--- src/hw/rtl/gtd_pkg.sv ---
// shared types and constants for the goertzel tone detector
package gtd_pkg;

   localparam int SampleW    = 16;
   localparam int CoeffW     = 16;
   localparam int DelayW     = 32;
   localparam int ProdW      = DelayW + CoeffW;
   localparam int OutW       = 16;
   localparam int CountBits  = 16;
   localparam int CmpW       = (CountBits + 1 > 16) ? CountBits + 1 : 16;
   localparam int CsrIndexW  = 2;
   localparam int CsrDataW   = 16;
   localparam int LoopShift  = 14;
   localparam int FfShift    = 15;
   localparam int OutShift   = 10;
   localparam int BlockLenRst = 256;

   typedef enum logic [CsrIndexW-1:0] {
      CSR_FEEDBACK_COEFF = 2'd0,
      CSR_FF_COEFF_REAL  = 2'd1,
      CSR_FF_COEFF_IMAG  = 2'd2,
      CSR_BLOCK_LENGTH   = 2'd3
   } csr_index_type;

   // delay line snapshot at the end of a block
   typedef struct packed {
      logic signed [DelayW-1:0] w0;
      logic signed [DelayW-1:0] w1;
   } bin_state_type;

   typedef struct packed {
      logic signed [CoeffW-1:0] ff_real;
      logic signed [CoeffW-1:0] ff_imag;
   } ff_coeff_type;

endpackage

--- src/hw/rtl/goertzel_tone_detector_unit.sv ---
// top level of the goertzel tone detector: register file, front, queue and back
// one sample at a time: full stays high through the one multiply and one add of the recurrence
// end of block: the front then runs a zero-input pass and the queue transfer, which waits while the queue is full
// back end: one result at a time, through the 16-step square root; it overlaps the next block
// synchronous reset clears delay line, count, queue and result; coeffs 0, length 256
module goertzel_tone_detector_unit (
   input  logic                                  clock,
   input  logic                                  reset,
   // sample channel
   input  logic                                  push,
   output logic                                  full,
   input  logic signed [gtd_pkg::SampleW-1:0]    req_sample,
   // result channel
   output logic                                  empty,
   input  logic                                  pop,
   output logic signed [gtd_pkg::OutW-1:0]       rsp_bin_real,
   output logic signed [gtd_pkg::OutW-1:0]       rsp_bin_imag,
   output logic        [gtd_pkg::OutW-1:0]       rsp_bin_magnitude,
   // register write port
   input  logic                                  csr_write_enable,
   input  logic        [gtd_pkg::CsrIndexW-1:0]  csr_index,
   input  logic        [gtd_pkg::CsrDataW-1:0]   csr_wdata
);
   import gtd_pkg::*;

   // configuration registers
   logic signed [CoeffW-1:0] fb_coeff_ff;
   logic signed [CoeffW-1:0] ff_real_ff;
   logic signed [CoeffW-1:0] ff_imag_ff;
   logic        [CoeffW-1:0] block_len_ff;

   // front to back queue
   logic          q_push;
   logic          q_full;
   logic          q_pop;
   logic          q_empty;
   bin_state_type q_push_data;
   bin_state_type q_head;
   ff_coeff_type  coeffs;

   // writes must only land while the block is idle (the user's duty, not enforced here), so no shadowing is needed
   always_ff @(posedge clock) begin
      if (reset) begin
         fb_coeff_ff  <= '0;
         ff_real_ff   <= '0;
         ff_imag_ff   <= '0;
         block_len_ff <= CoeffW'(BlockLenRst);
      end else if (csr_write_enable) begin
         case (csr_index_type'(csr_index))
            CSR_FEEDBACK_COEFF: fb_coeff_ff  <= csr_wdata;
            CSR_FF_COEFF_REAL:  ff_real_ff   <= csr_wdata;
            CSR_FF_COEFF_IMAG:  ff_imag_ff   <= csr_wdata;
            CSR_BLOCK_LENGTH:   block_len_ff <= csr_wdata;
            default: begin
            end
         endcase
      end
   end

   assign coeffs = '{ff_real: ff_real_ff, ff_imag: ff_imag_ff};

   // sample intake and recurrence; full stays high while a sample is in flight
   gtd_front u_front (
      .clock          (clock),
      .reset          (reset),
      .push           (push),
      .full           (full),
      .sample         (req_sample),
      .feedback_coeff (fb_coeff_ff),
      .block_length   (block_len_ff),
      .q_full         (q_full),
      .q_push         (q_push),
      .q_data         (q_push_data)
   );

   // decouples the recurrence from the slow end-of-block work
   gtd_queue u_queue (
      .clock     (clock),
      .reset     (reset),
      .push      (q_push),
      .push_data (q_push_data),
      .full      (q_full),
      .pop       (q_pop),
      .head      (q_head),
      .empty     (q_empty)
   );

   // feed-forward, magnitude and the result register that the consumer pops
   gtd_back u_back (
      .clock         (clock),
      .reset         (reset),
      .q_empty       (q_empty),
      .q_head        (q_head),
      .q_pop         (q_pop),
      .coeffs        (coeffs),
      .empty         (empty),
      .pop           (pop),
      .bin_real      (rsp_bin_real),
      .bin_imag      (rsp_bin_imag),
      .bin_magnitude (rsp_bin_magnitude)
   );

endmodule

--- src/hw/rtl/gtd_queue.sv ---
// two-entry queue carrying end-of-block delay line state from front to back
module gtd_queue (
   input  logic                   clock,
   input  logic                   reset,
   input  logic                   push,
   input  gtd_pkg::bin_state_type push_data,
   output logic                   full,
   input  logic                   pop,
   output gtd_pkg::bin_state_type head,
   output logic                   empty
);
   import gtd_pkg::*;

   logic [1:0]    count_ff, count_in;
   bin_state_type slot0_ff, slot0_in;
   bin_state_type slot1_ff, slot1_in;

   assign full  = (count_ff == 2'd2);
   assign empty = (count_ff == 2'd0);
   assign head  = slot0_ff;

   always_comb begin
      count_in = count_ff;
      slot0_in = slot0_ff;
      slot1_in = slot1_ff;
      if (push && pop) begin
         if (count_ff == 2'd1) begin
            slot0_in = push_data;
         end else begin
            slot0_in = slot1_ff;
            slot1_in = push_data;
         end
      end else if (pop) begin
         slot0_in = slot1_ff;
         count_in = count_ff - 2'd1;
      end else if (push) begin
         if (count_ff == 2'd0) begin
            slot0_in = push_data;
         end else begin
            slot1_in = push_data;
         end
         count_in = count_ff + 2'd1;
      end
   end

   always_ff @(posedge clock) begin
      if (reset) begin
         count_ff <= 2'd0;
      end else begin
         count_ff <= count_in;
      end
      slot0_ff <= slot0_in;
      slot1_ff <= slot1_in;
   end

endmodule

--- src/hw/rtl/gtd_front.sv ---
// sample intake, block counting and goertzel recurrence
module gtd_front (
   input  logic                                  clock,
   input  logic                                  reset,
   input  logic                                  push,
   output logic                                  full,
   input  logic signed [gtd_pkg::SampleW-1:0]    sample,
   input  logic signed [gtd_pkg::CoeffW-1:0]     feedback_coeff,
   input  logic        [gtd_pkg::CoeffW-1:0]     block_length,
   input  logic                                  q_full,
   output logic                                  q_push,
   output gtd_pkg::bin_state_type                q_data
);
   import gtd_pkg::*;

   typedef enum logic [1:0] {
      ST_IDLE,
      ST_MUL,
      ST_ADD,
      ST_PUSH
   } state_type;

   state_type                state_ff, state_in;
   logic [CountBits-1:0]     count_ff, count_in;
   logic signed [DelayW-1:0] d1_ff, d1_in;
   logic signed [DelayW-1:0] d2_ff, d2_in;
   logic signed [SampleW-1:0] x_ff, x_in;
   logic signed [ProdW-1:0]  prod_ff, prod_in;
   logic                     last_ff, last_in;
   logic                     flush_ff, flush_in;

   logic [CountBits:0]       next_count;
   logic                     block_end;
   logic [ProdW-1:0]         rounded;
   logic [DelayW-1:0]        w0;

   // block ends at the length or when the counter would wrap
   assign next_count = {1'b0, count_ff} + {{CountBits{1'b0}}, 1'b1};
   assign block_end  = (CmpW'(next_count) >= CmpW'(block_length)) || next_count[CountBits];

   assign rounded = prod_ff + ProdW'(1 << (LoopShift - 1));
   assign w0      = rounded[LoopShift +: DelayW] + DelayW'(x_ff) - d2_ff;

   assign full   = (state_ff != ST_IDLE);
   assign q_push = (state_ff == ST_PUSH) && !q_full;
   assign q_data = '{w0: d1_ff, w1: d2_ff};

   always_comb begin
      state_in = state_ff;
      count_in = count_ff;
      d1_in    = d1_ff;
      d2_in    = d2_ff;
      x_in     = x_ff;
      prod_in  = prod_ff;
      last_in  = last_ff;
      flush_in = flush_ff;
      case (state_ff)
         ST_IDLE: begin
            if (push) begin
               x_in     = sample;
               last_in  = block_end;
               count_in = block_end ? '0 : next_count[CountBits-1:0];
               state_in = ST_MUL;
            end
         end
         ST_MUL: begin
            prod_in  = d1_ff * feedback_coeff;
            state_in = ST_ADD;
         end
         ST_ADD: begin
            d2_in = d1_ff;
            d1_in = w0;
            if (flush_ff) begin
               state_in = ST_PUSH;
            end else if (last_ff) begin
               // extra zero-input pass
               last_in  = 1'b0;
               flush_in = 1'b1;
               x_in     = '0;
               state_in = ST_MUL;
            end else begin
               state_in = ST_IDLE;
            end
         end
         ST_PUSH: begin
            if (!q_full) begin
               d1_in    = '0;
               d2_in    = '0;
               flush_in = 1'b0;
               state_in = ST_IDLE;
            end
         end
         default: begin
            state_in = ST_IDLE;
         end
      endcase
   end

   always_ff @(posedge clock) begin
      if (reset) begin
         state_ff <= ST_IDLE;
         count_ff <= '0;
         d1_ff    <= '0;
         d2_ff    <= '0;
         last_ff  <= 1'b0;
         flush_ff <= 1'b0;
      end else begin
         state_ff <= state_in;
         count_ff <= count_in;
         d1_ff    <= d1_in;
         d2_ff    <= d2_in;
         last_ff  <= last_in;
         flush_ff <= flush_in;
      end
      x_ff    <= x_in;
      prod_ff <= prod_in;
   end

endmodule

--- src/hw/rtl/gtd_back.sv ---
// feed-forward step, magnitude square root and result register
module gtd_back (
   input  logic                               clock,
   input  logic                               reset,
   input  logic                               q_empty,
   input  gtd_pkg::bin_state_type             q_head,
   output logic                               q_pop,
   input  gtd_pkg::ff_coeff_type              coeffs,
   output logic                               empty,
   input  logic                               pop,
   output logic signed [gtd_pkg::OutW-1:0]    bin_real,
   output logic signed [gtd_pkg::OutW-1:0]    bin_imag,
   output logic        [gtd_pkg::OutW-1:0]    bin_magnitude
);
   import gtd_pkg::*;

   localparam int RootW  = OutW;
   localparam int RemW   = RootW + 4;
   localparam int RadW   = 2 * RootW;
   localparam int KeepW  = OutW + OutShift;

   typedef enum logic [2:0] {
      ST_IDLE,
      ST_MUL_RE,
      ST_MUL_IM,
      ST_SQ_RE,
      ST_SQ_IM,
      ST_SUM,
      ST_SQRT,
      ST_FINISH
   } state_type;

   state_type                 state_ff, state_in;
   logic signed [DelayW-1:0]  w0_ff, w0_in;
   logic signed [DelayW-1:0]  w1_ff, w1_in;
   logic signed [ProdW-1:0]   prod_ff, prod_in;
   logic signed [OutW-1:0]    re_ff, re_in;
   logic signed [OutW-1:0]    im_ff, im_in;
   logic [RadW-1:0]           sq_ff, sq_in;
   logic [RadW-1:0]           acc_ff, acc_in;
   logic [RadW-1:0]           rad_ff, rad_in;
   logic [RemW-1:0]           rem_ff, rem_in;
   logic [RootW-1:0]          root_ff, root_in;
   logic [3:0]                step_ff, step_in;
   logic                      out_valid_ff, out_valid_in;
   logic signed [OutW-1:0]    out_re_ff, out_re_in;
   logic signed [OutW-1:0]    out_im_ff, out_im_in;
   logic [OutW-1:0]           out_mag_ff, out_mag_in;

   logic signed [CoeffW-1:0]  coef_sel;
   logic [ProdW-1:0]          prod_rnd;
   logic [KeepW-1:0]          re_sum;
   logic [KeepW-1:0]          im_sum;
   logic [RemW-1:0]           rem_shift;
   logic [RemW-1:0]           trial;
   logic                      out_free;

   assign coef_sel = (state_ff == ST_MUL_RE) ? coeffs.ff_real : coeffs.ff_imag;
   assign prod_rnd = prod_ff + ProdW'(1 << (FfShift - 1));
   // only the low bits survive the final truncation, so keep the sums narrow
   assign re_sum = w0_ff[KeepW-1:0] + prod_rnd[FfShift +: KeepW]
                   + KeepW'(1 << (OutShift - 1));
   assign im_sum = prod_rnd[FfShift +: KeepW] + KeepW'(1 << (OutShift - 1));

   // one result bit per step of the square root
   assign rem_shift = {rem_ff[RemW-3:0], rad_ff[RadW-1 -: 2]};
   assign trial     = {2'b00, root_ff, 2'b01};

   assign out_free = !out_valid_ff || pop;
   assign q_pop    = (state_ff == ST_IDLE) && !q_empty;

   assign empty         = !out_valid_ff;
   assign bin_real      = out_re_ff;
   assign bin_imag      = out_im_ff;
   assign bin_magnitude = out_mag_ff;

   always_comb begin
      state_in     = state_ff;
      w0_in        = w0_ff;
      w1_in        = w1_ff;
      prod_in      = prod_ff;
      re_in        = re_ff;
      im_in        = im_ff;
      sq_in        = sq_ff;
      acc_in       = acc_ff;
      rad_in       = rad_ff;
      rem_in       = rem_ff;
      root_in      = root_ff;
      step_in      = step_ff;
      out_valid_in = out_valid_ff && !pop;
      out_re_in    = out_re_ff;
      out_im_in    = out_im_ff;
      out_mag_in   = out_mag_ff;
      case (state_ff)
         ST_IDLE: begin
            if (!q_empty) begin
               w0_in    = q_head.w0;
               w1_in    = q_head.w1;
               state_in = ST_MUL_RE;
            end
         end
         ST_MUL_RE: begin
            prod_in  = coef_sel * w1_ff;
            state_in = ST_MUL_IM;
         end
         ST_MUL_IM: begin
            re_in    = re_sum[OutShift +: OutW];
            prod_in  = coef_sel * w1_ff;
            state_in = ST_SQ_RE;
         end
         ST_SQ_RE: begin
            im_in    = im_sum[OutShift +: OutW];
            sq_in    = RadW'(re_ff * re_ff);
            state_in = ST_SQ_IM;
         end
         ST_SQ_IM: begin
            acc_in   = sq_ff;
            sq_in    = RadW'(im_ff * im_ff);
            state_in = ST_SUM;
         end
         ST_SUM: begin
            rad_in   = acc_ff + sq_ff;
            rem_in   = '0;
            root_in  = '0;
            step_in  = '0;
            state_in = ST_SQRT;
         end
         ST_SQRT: begin
            if (rem_shift >= trial) begin
               rem_in  = rem_shift - trial;
               root_in = {root_ff[RootW-2:0], 1'b1};
            end else begin
               rem_in  = rem_shift;
               root_in = {root_ff[RootW-2:0], 1'b0};
            end
            rad_in  = {rad_ff[RadW-3:0], 2'b00};
            step_in = step_ff + 4'd1;
            if (step_ff == 4'(RootW - 1)) begin
               state_in = ST_FINISH;
            end
         end
         ST_FINISH: begin
            if (out_free) begin
               out_valid_in = 1'b1;
               out_re_in    = re_ff;
               out_im_in    = im_ff;
               // round up when the remainder exceeds the root
               out_mag_in   = root_ff + {{(RootW-1){1'b0}}, (rem_ff > RemW'(root_ff))};
               state_in     = ST_IDLE;
            end
         end
         default: begin
            state_in = ST_IDLE;
         end
      endcase
   end

   always_ff @(posedge clock) begin
      if (reset) begin
         state_ff     <= ST_IDLE;
         out_valid_ff <= 1'b0;
         step_ff      <= '0;
      end else begin
         state_ff     <= state_in;
         out_valid_ff <= out_valid_in;
         step_ff      <= step_in;
      end
      w0_ff      <= w0_in;
      w1_ff      <= w1_in;
      prod_ff    <= prod_in;
      re_ff      <= re_in;
      im_ff      <= im_in;
      sq_ff      <= sq_in;
      acc_ff     <= acc_in;
      rad_ff     <= rad_in;
      rem_ff     <= rem_in;
      root_ff    <= root_in;
      out_re_ff  <= out_re_in;
      out_im_ff  <= out_im_in;
      out_mag_ff <= out_mag_in;
   end

endmodule
--- config.mk ---
export PLATFORM = sky130hd
export DESIGN_NAME = goertzel_tone_detector_unit
export DESIGN_NICKNAME = d
export VERILOG_FILES = /design/src/hw/rtl/gtd_pkg.sv /design/src/hw/rtl/goertzel_tone_detector_unit.sv /design/src/hw/rtl/gtd_queue.sv /design/src/hw/rtl/gtd_front.sv /design/src/hw/rtl/gtd_back.sv
export SDC_FILE = /design/constraint.sdc
export NUM_CORES = 2
export LEC_CHECK = 0
export ABC_AREA = 1
export BUFFER_PORTS_ARGS = -buffer_cell sky130_fd_sc_hd__buf_4
export CORE_ASPECT_RATIO = 1.1
export CORE_MARGIN = 1.5
export CORE_UTILIZATION = 61
export CTS_BUF_LIST = sky130_fd_sc_hd__clkbuf_4 sky130_fd_sc_hd__clkbuf_8 sky130_fd_sc_hd__clkbuf_16
export CTS_CLUSTER_SIZE = 28
export DETAILED_ROUTE_END_ITERATION = 10
export GPL_TIMING_DRIVEN = 0
export HOLD_SLACK_MARGIN = 0.06
export PLACE_DENSITY_LB_ADDON = 0.08
export SKIP_CTS_REPAIR_TIMING = 1
export SLEW_MARGIN = 20
export SYNTH_ARGS = -nofsm -noshare
export SYNTH_HDL_FRONTEND = slang
export SYNTH_SLANG_ARGS = --single-unit
export TNS_END_PERCENT = 100
--- constraint.sdc ---
create_clock -name clock -period 18.95 [get_ports clock]
set_input_delay 4.7375 -clock clock [delete_from_list [all_inputs] [get_ports clock]]
set_output_delay 4.7375 -clock clock [all_outputs]
set_load 0.02 [all_outputs]
; Yosys cells after proc, flatten, opt, wreduce, memory -nomap -nowiden
; Index checks and enable logic that the tools add are counted.
; W data, S select, Z words.
[op_classes]
add_sub_neg = 14
mul = 4
order_cmp = 3
n_eq_ne = 26
muxes = 46
bitwise_logic = 2
n_reduce_logical = 39
[op_table]
columns = operator, count
row1 = $mux W58, 10
row2 = $pmux W32 S2, 4
row3 = $mux W16, 5
row4 = $add A32 B32 Y32, 2
row5 = $mul A16 B16 Y32, 2
row6 = $pmux W16 S2, 2
row7 = $add A26 B10 Y26 const B, 2
row8 = $add A46 B15 Y46 const B, 1
row9 = $mul A32 B16 Y46, 1
row10 = $add A41 B16 Y41 const B, 1
row11 = $mul A16 B32 Y41, 1
row12 = $pmux W20 S2, 1
row13 = $mux W32, 1
row14 = $sub A32 B32 Y32, 1
row15 = $add A26 B26 Y26, 1
row16 = $pmux W3 S8, 1
row17 = $reduce_and A2 Y1, 11
row18 = $ge A20 B18 Y1, 1
row19 = $gt A20 B16 Y1, 1
row20 = $mux W20, 1
row21 = $sub A20 B18 Y20, 1
row22 = $add A16 B1 Y17 const B, 1
row23 = $ge A17 B16 Y1, 1
row24 = $add A16 B1 Y16, 1
row25 = 28 further kinds, 80
[totals]
register_bits = 647
input_bits = 39
output_inout_bits = 50
word_cells = 167

; Depth between registers and ports, before layout
[logic_depth]
ltp_word = 6
ltp_mapped = 33
ltp_nobuf = 30

; Modules after synthesis
; A second synthesis with hierarchy kept.
[hier_totals]
hier_cells = 10426
hier_area_um2 = 85590.8
[modules_own_cells]
columns = mod, instances, cells_per_inst, area_per_inst_um2, seq_area_each_um2
row1 = gtd_back, 1, 5853, 50115.6, 9018.6
row2 = gtd_front, 1, 3678, 27445.1, 3153.0
row3 = gtd_queue, 1, 483, 5382.7, 3883.7
row4 = goertzel_tone_detector_unit, 1, 412, 2647.5, 1281.2

; Worst setup path before layout
; OpenSTA, ideal clock, no wires.
[synth_path]
path_kind = input to register
from = input pop
to = register u_back.out_im_ff[0] (netlist: u_back.bin_imag[0]), enable pin
setup_time_ns = 0.456
arrival_time_ns = 6.849
required_time_ns = 18.494
slack_ns = 11.645
cell_stages = 2
path_buffers = 0
path_cell_list = nor2_1 > nor2_1
[synth_between]
elab_chain_len = 2
[synth_lines]
columns = item, line_no
row1 = start: declaration, goertzel_tone_detector_unit.sv:15  ; input logic pop,
row2 = $logic_or A1 B1 Y1, gtd_back.sv:69  ; assign out_free = !out_valid_ff || pop;
row3 = $reduce_and A2 Y1 (no line), --
row4 = end signal: assignment, gtd_back.sv:179  ; out_im_ff <= out_im_in;
row5 = end: declaration, gtd_back.sv:47  ; logic signed [OutW-1:0] out_im_ff, out_im_in;
; Every way passes these cells.
; A chain may end at the register's enable or synchronous reset.

; Final worst setup path
[layout_path]
from = register u_back.state_ff[2]
to = register u_back.prod_ff[40], data pin
[layout_between]
elab_chain_len = 3
[layout_lines]
columns = item, line_no
row1 = start: declaration, gtd_back.sv:33  ; state_type state_ff, state_in;
row2 = start signal: assignment, gtd_back.sv:164  ; state_ff <= state_in;
row3 = $eq A3 B1 Y1, "gtd_back.sv:58, gtd_back.sv:94"
row4 = $mux W16, gtd_back.sv:58  ; assign coef_sel = (state_ff == ST_MUL_RE) ? coeffs.ff_real : coeffs.ff_imag;
row5 = $mul A16 B32 Y41, "gtd_back.sv:103, gtd_back.sv:108"
row6 = end signal: assignment, gtd_back.sv:170  ; prod_ff <= prod_in;
row7 = end: declaration, gtd_back.sv:36  ; logic signed [ProdW-1:0] prod_ff, prod_in;
; Every way passes these cells.

==> reports/qor.yml <==
floorplanning:
  ios: 89
  dieArea_um2: 138000
  die_x_um: 355
  start_util_pct: 61.6
  core_area_um2: 135000
  die_y_um: 390
  num_rows: 141
worst_setup_path:
  reg2reg_slack_ps: 10480
  critPathCaptureType: "flip-flop"
  critical_path.startpoint_type: "flip-flop"
  worstPathMaxFanout: 10
  worst-endpoint-required_ps: 19360
  rr_endpoint: "u_back.prod_ff[40]$_DFFE_PP_"
  cpMostUsedCell: "fa_1"
  cp_num_buf_inv: 8
  reg2reg_from: "u_back.state_ff[2]$_SDFFE_PP0P_"
  worst-setup-path-type: "flip-flop to flip-flop"
  critPathMaxStageDelay_ps: 800
  crit_family: "adder cells"
  r2r_cells: 27
  worst_path_max_delay_cell: "o21ai_1"
  cp.arrival_ps: 8890
flow_run:
  drv_cap: 0
synthesis:
  synth_edf_count: 460
  synth_nets: 11800
  yosys.area.top_type_share_pct: 33.8
  dominantRegCellSynth: "edfxtp_1"
  synth.distinct_cells: 59
  synth_top_cell_by_area: "fa_1"
  seq_area_frac_synth_pct: 20.4
  synthesis.area_um2: 83100
  synth-seq-cells: 618
  syn_area_per_cell_um2: 8.43
  synthTopCellsByArea: "fa_1 (34%), edfxtp_1 (17%), inv_1 (11%)"
  ys_warn_count: 0
  synth.most_common_cell: "inv_1"
  ys_async_sr_fraction_pct: 0
  synth_cells: 9851
  synthTopCellsByCount: "inv_1 (2485), nand2_1 (2040), fa_1 (1402)"
drt:
  drc: 0
  drt_iter0_drc: 5672
  firstDrtPassIters: 8
  drtAntennaViolNets: 0
  vias: 66000
  drt-total-wl_um: 249000
  drt-wirelength-per-cell_um: 21.0
  viasPerCell: 5.56
sta:
  setup_viol: 0
  rsz0062_at_grt: "no"
  fin_crit_sh_pct: 44.7
  max_slew.worst_pin.slew_ps: 1250
  max_freq_mhz: 118
  hold_viol_final: 0
  maxSlewHeadroom_pct: 16.9
  drv_slew: 0
  skew_ps: 56.2
  period_minus_slack_ps: 8470
  hold_ws_ps: 407
  tns_ps: 0
clock_tree:
  insertion_delay_ps: 700
  cts_buffers: 68
  cts_tree: "yes"
  cts_max_path_buffers: 3
  ctsHtreeMaxLevel: 3
  cts_root_buf: "clkbuf_16"
  path_clk_slew_ps: 60
  clock_sinks: 618
placement:
  io_buffers: 88
  gp_congestion: 1.05
  hpwl_um: 210000
outcome:
  status: "complete, no violations"
min_path:
  hold_class: "flip-flop to flip-flop"
  hold_path.startpoint: "u_front.d1_ff[7]$_SDFFE_PP0P_"
  hold_depth: 0
  hold_end: "u_queue.slot1_ff[39]$_DFFE_PP_"
global_route:
  grt_max_degree: 29
  first_global_vias: 69000
  antenna_found_initial: 5
  grt_usage_pct: 37.2
  grt_pass1_wl_um: 389000
  grt_overflow: 0
layout:
  fillCellCount: 11500
  nNetsFinal: 12000
  drive_gt1_share_pct: 3.47
  final-seq-area_um2: 17000
  multi_input_area_um2: 55500
  syn_to_final_growth_pct: 7.03
-- how the worst max path moves through the flow --
| stage | from | to | slack (ps) | cells past startpoint |
|---|---|---|---|---|
| 2_1_floorplan | pop | u_back.bin_imag[0]$_DFFE_PP_ | 11650 | 2 |
| 3_3_place_gp | u_back.state_ff[0]$_SDFFE_PP0P_ | u_queue.slot1_ff[50]$_DFFE_PP_ | 9260 | 6 |
| 3_5_place_dp | u_back.state_ff[2]$_SDFFE_PP0P_ | u_back.prod_ff[40]$_DFFE_PP_ | 10660 | 27 |
| 4_1_cts | u_back.state_ff[2]$_SDFFE_PP0P_ | u_back.prod_ff[40]$_DFFE_PP_ | 10630 | 27 |
| 5_1_grt | u_back.state_ff[2]$_SDFFE_PP0P_ | u_back.prod_ff[40]$_DFFE_PP_ | 10210 | 28 |
| 6_report | u_back.state_ff[2]$_SDFFE_PP0P_ | u_back.prod_ff[40]$_DFFE_PP_ | 10480 | 27 |
-- logic make-up (layout without fill, tap and decap cells) --
group	Yosys count	count (layout)	synth area share, %
flip-flops	618	618	20.4
buffers and inverters	2839	3068	12.9
AND/OR/NAND/NOR	3203	3203	15.6
XOR/XNOR	242	242	2.56
adder cells (fa/ha/maj)	1930	1930	41.7
multiplexers	11	11	0.149
AO/OA/AOI/OAI	1008	1008	6.62
other	0	2	0
-- layout by cell type (no fill, tap or decap), types with 80 or more instances in the layout --
cell type  synthesis  final
buf_4              2     91
nor2_1           680    674
fa_1            1402   1402
nor3_1            81     80
inv_1           2485   2485
nand2_1         2040   2040
o21ai_0          371    369
nand4_1           84     84
a21oi_1          447    446
clkbuf_1         303    301
edfxtp_1         460    460
nand3_1          209    209
xor2_1           149    149
xnor2_1           92     92
dfxtp_1          158    158
ha_1             528    528
-- final cells by class --
| class | count | share of cell area [%] |
|---|---|---|
| Antenna cell | 2 | 0.00563 |
| Tap cell | 1787 | 2.51 |
| Clock buffer | 80 | 2.07 |
| Timing Repair Buffer | 104 | 1.17 |
| Clock inverter | 45 | 0.722 |
| Inverter | 2503 | 10.6 |
| Buffer | 336 | 1.46 |
| Multi-Input combinational cell | 6394 | 62.4 |
| Sequential cell | 618 | 19.1 |
-- sequential cells by signal (all words and copies together) (netlist names), 20 cells and up --
name and cells:
u_queue.head 58, u_queue.slot1_ff 58, u_front.prod_ff 33, u_back.rad_ff 32, u_back.w1_ff 32, u_front.d1_ff 32, u_front.d2_ff 32, u_back.acc_ff 31
u_back.sq_ff 31, u_back.prod_ff 27, u_back.w0_ff 26, u_back.rem_ff 20
-- metrics by stage --
stage	setup WS [ps]	utilization [%]	cell area [um2]	std cells
2_1_floorplan	11650	-	83100	9851
5_1_grt	10210	66.0	88900	11900
4_1_cts	10630	66.0	88900	11900
3_5_place_dp	10660	64.1	86400	11700
6_report	10480	66.0	88900	11900
3_3_place_gp	9260	63.8	86000	11700
-- layer usage --
layer	vias up	track usage (%)	wire length [um]
met4	2	18.2	14500
li1	29900	-	-
met1	32700	47.7	96200
met5	-	0	13
met3	610	6.02	20000
met2	2802	61.8	119000
Power is left out: the tool's default activity adds up to more than one toggle a clock period on the data nets, which glitch-free logic cannot reach.
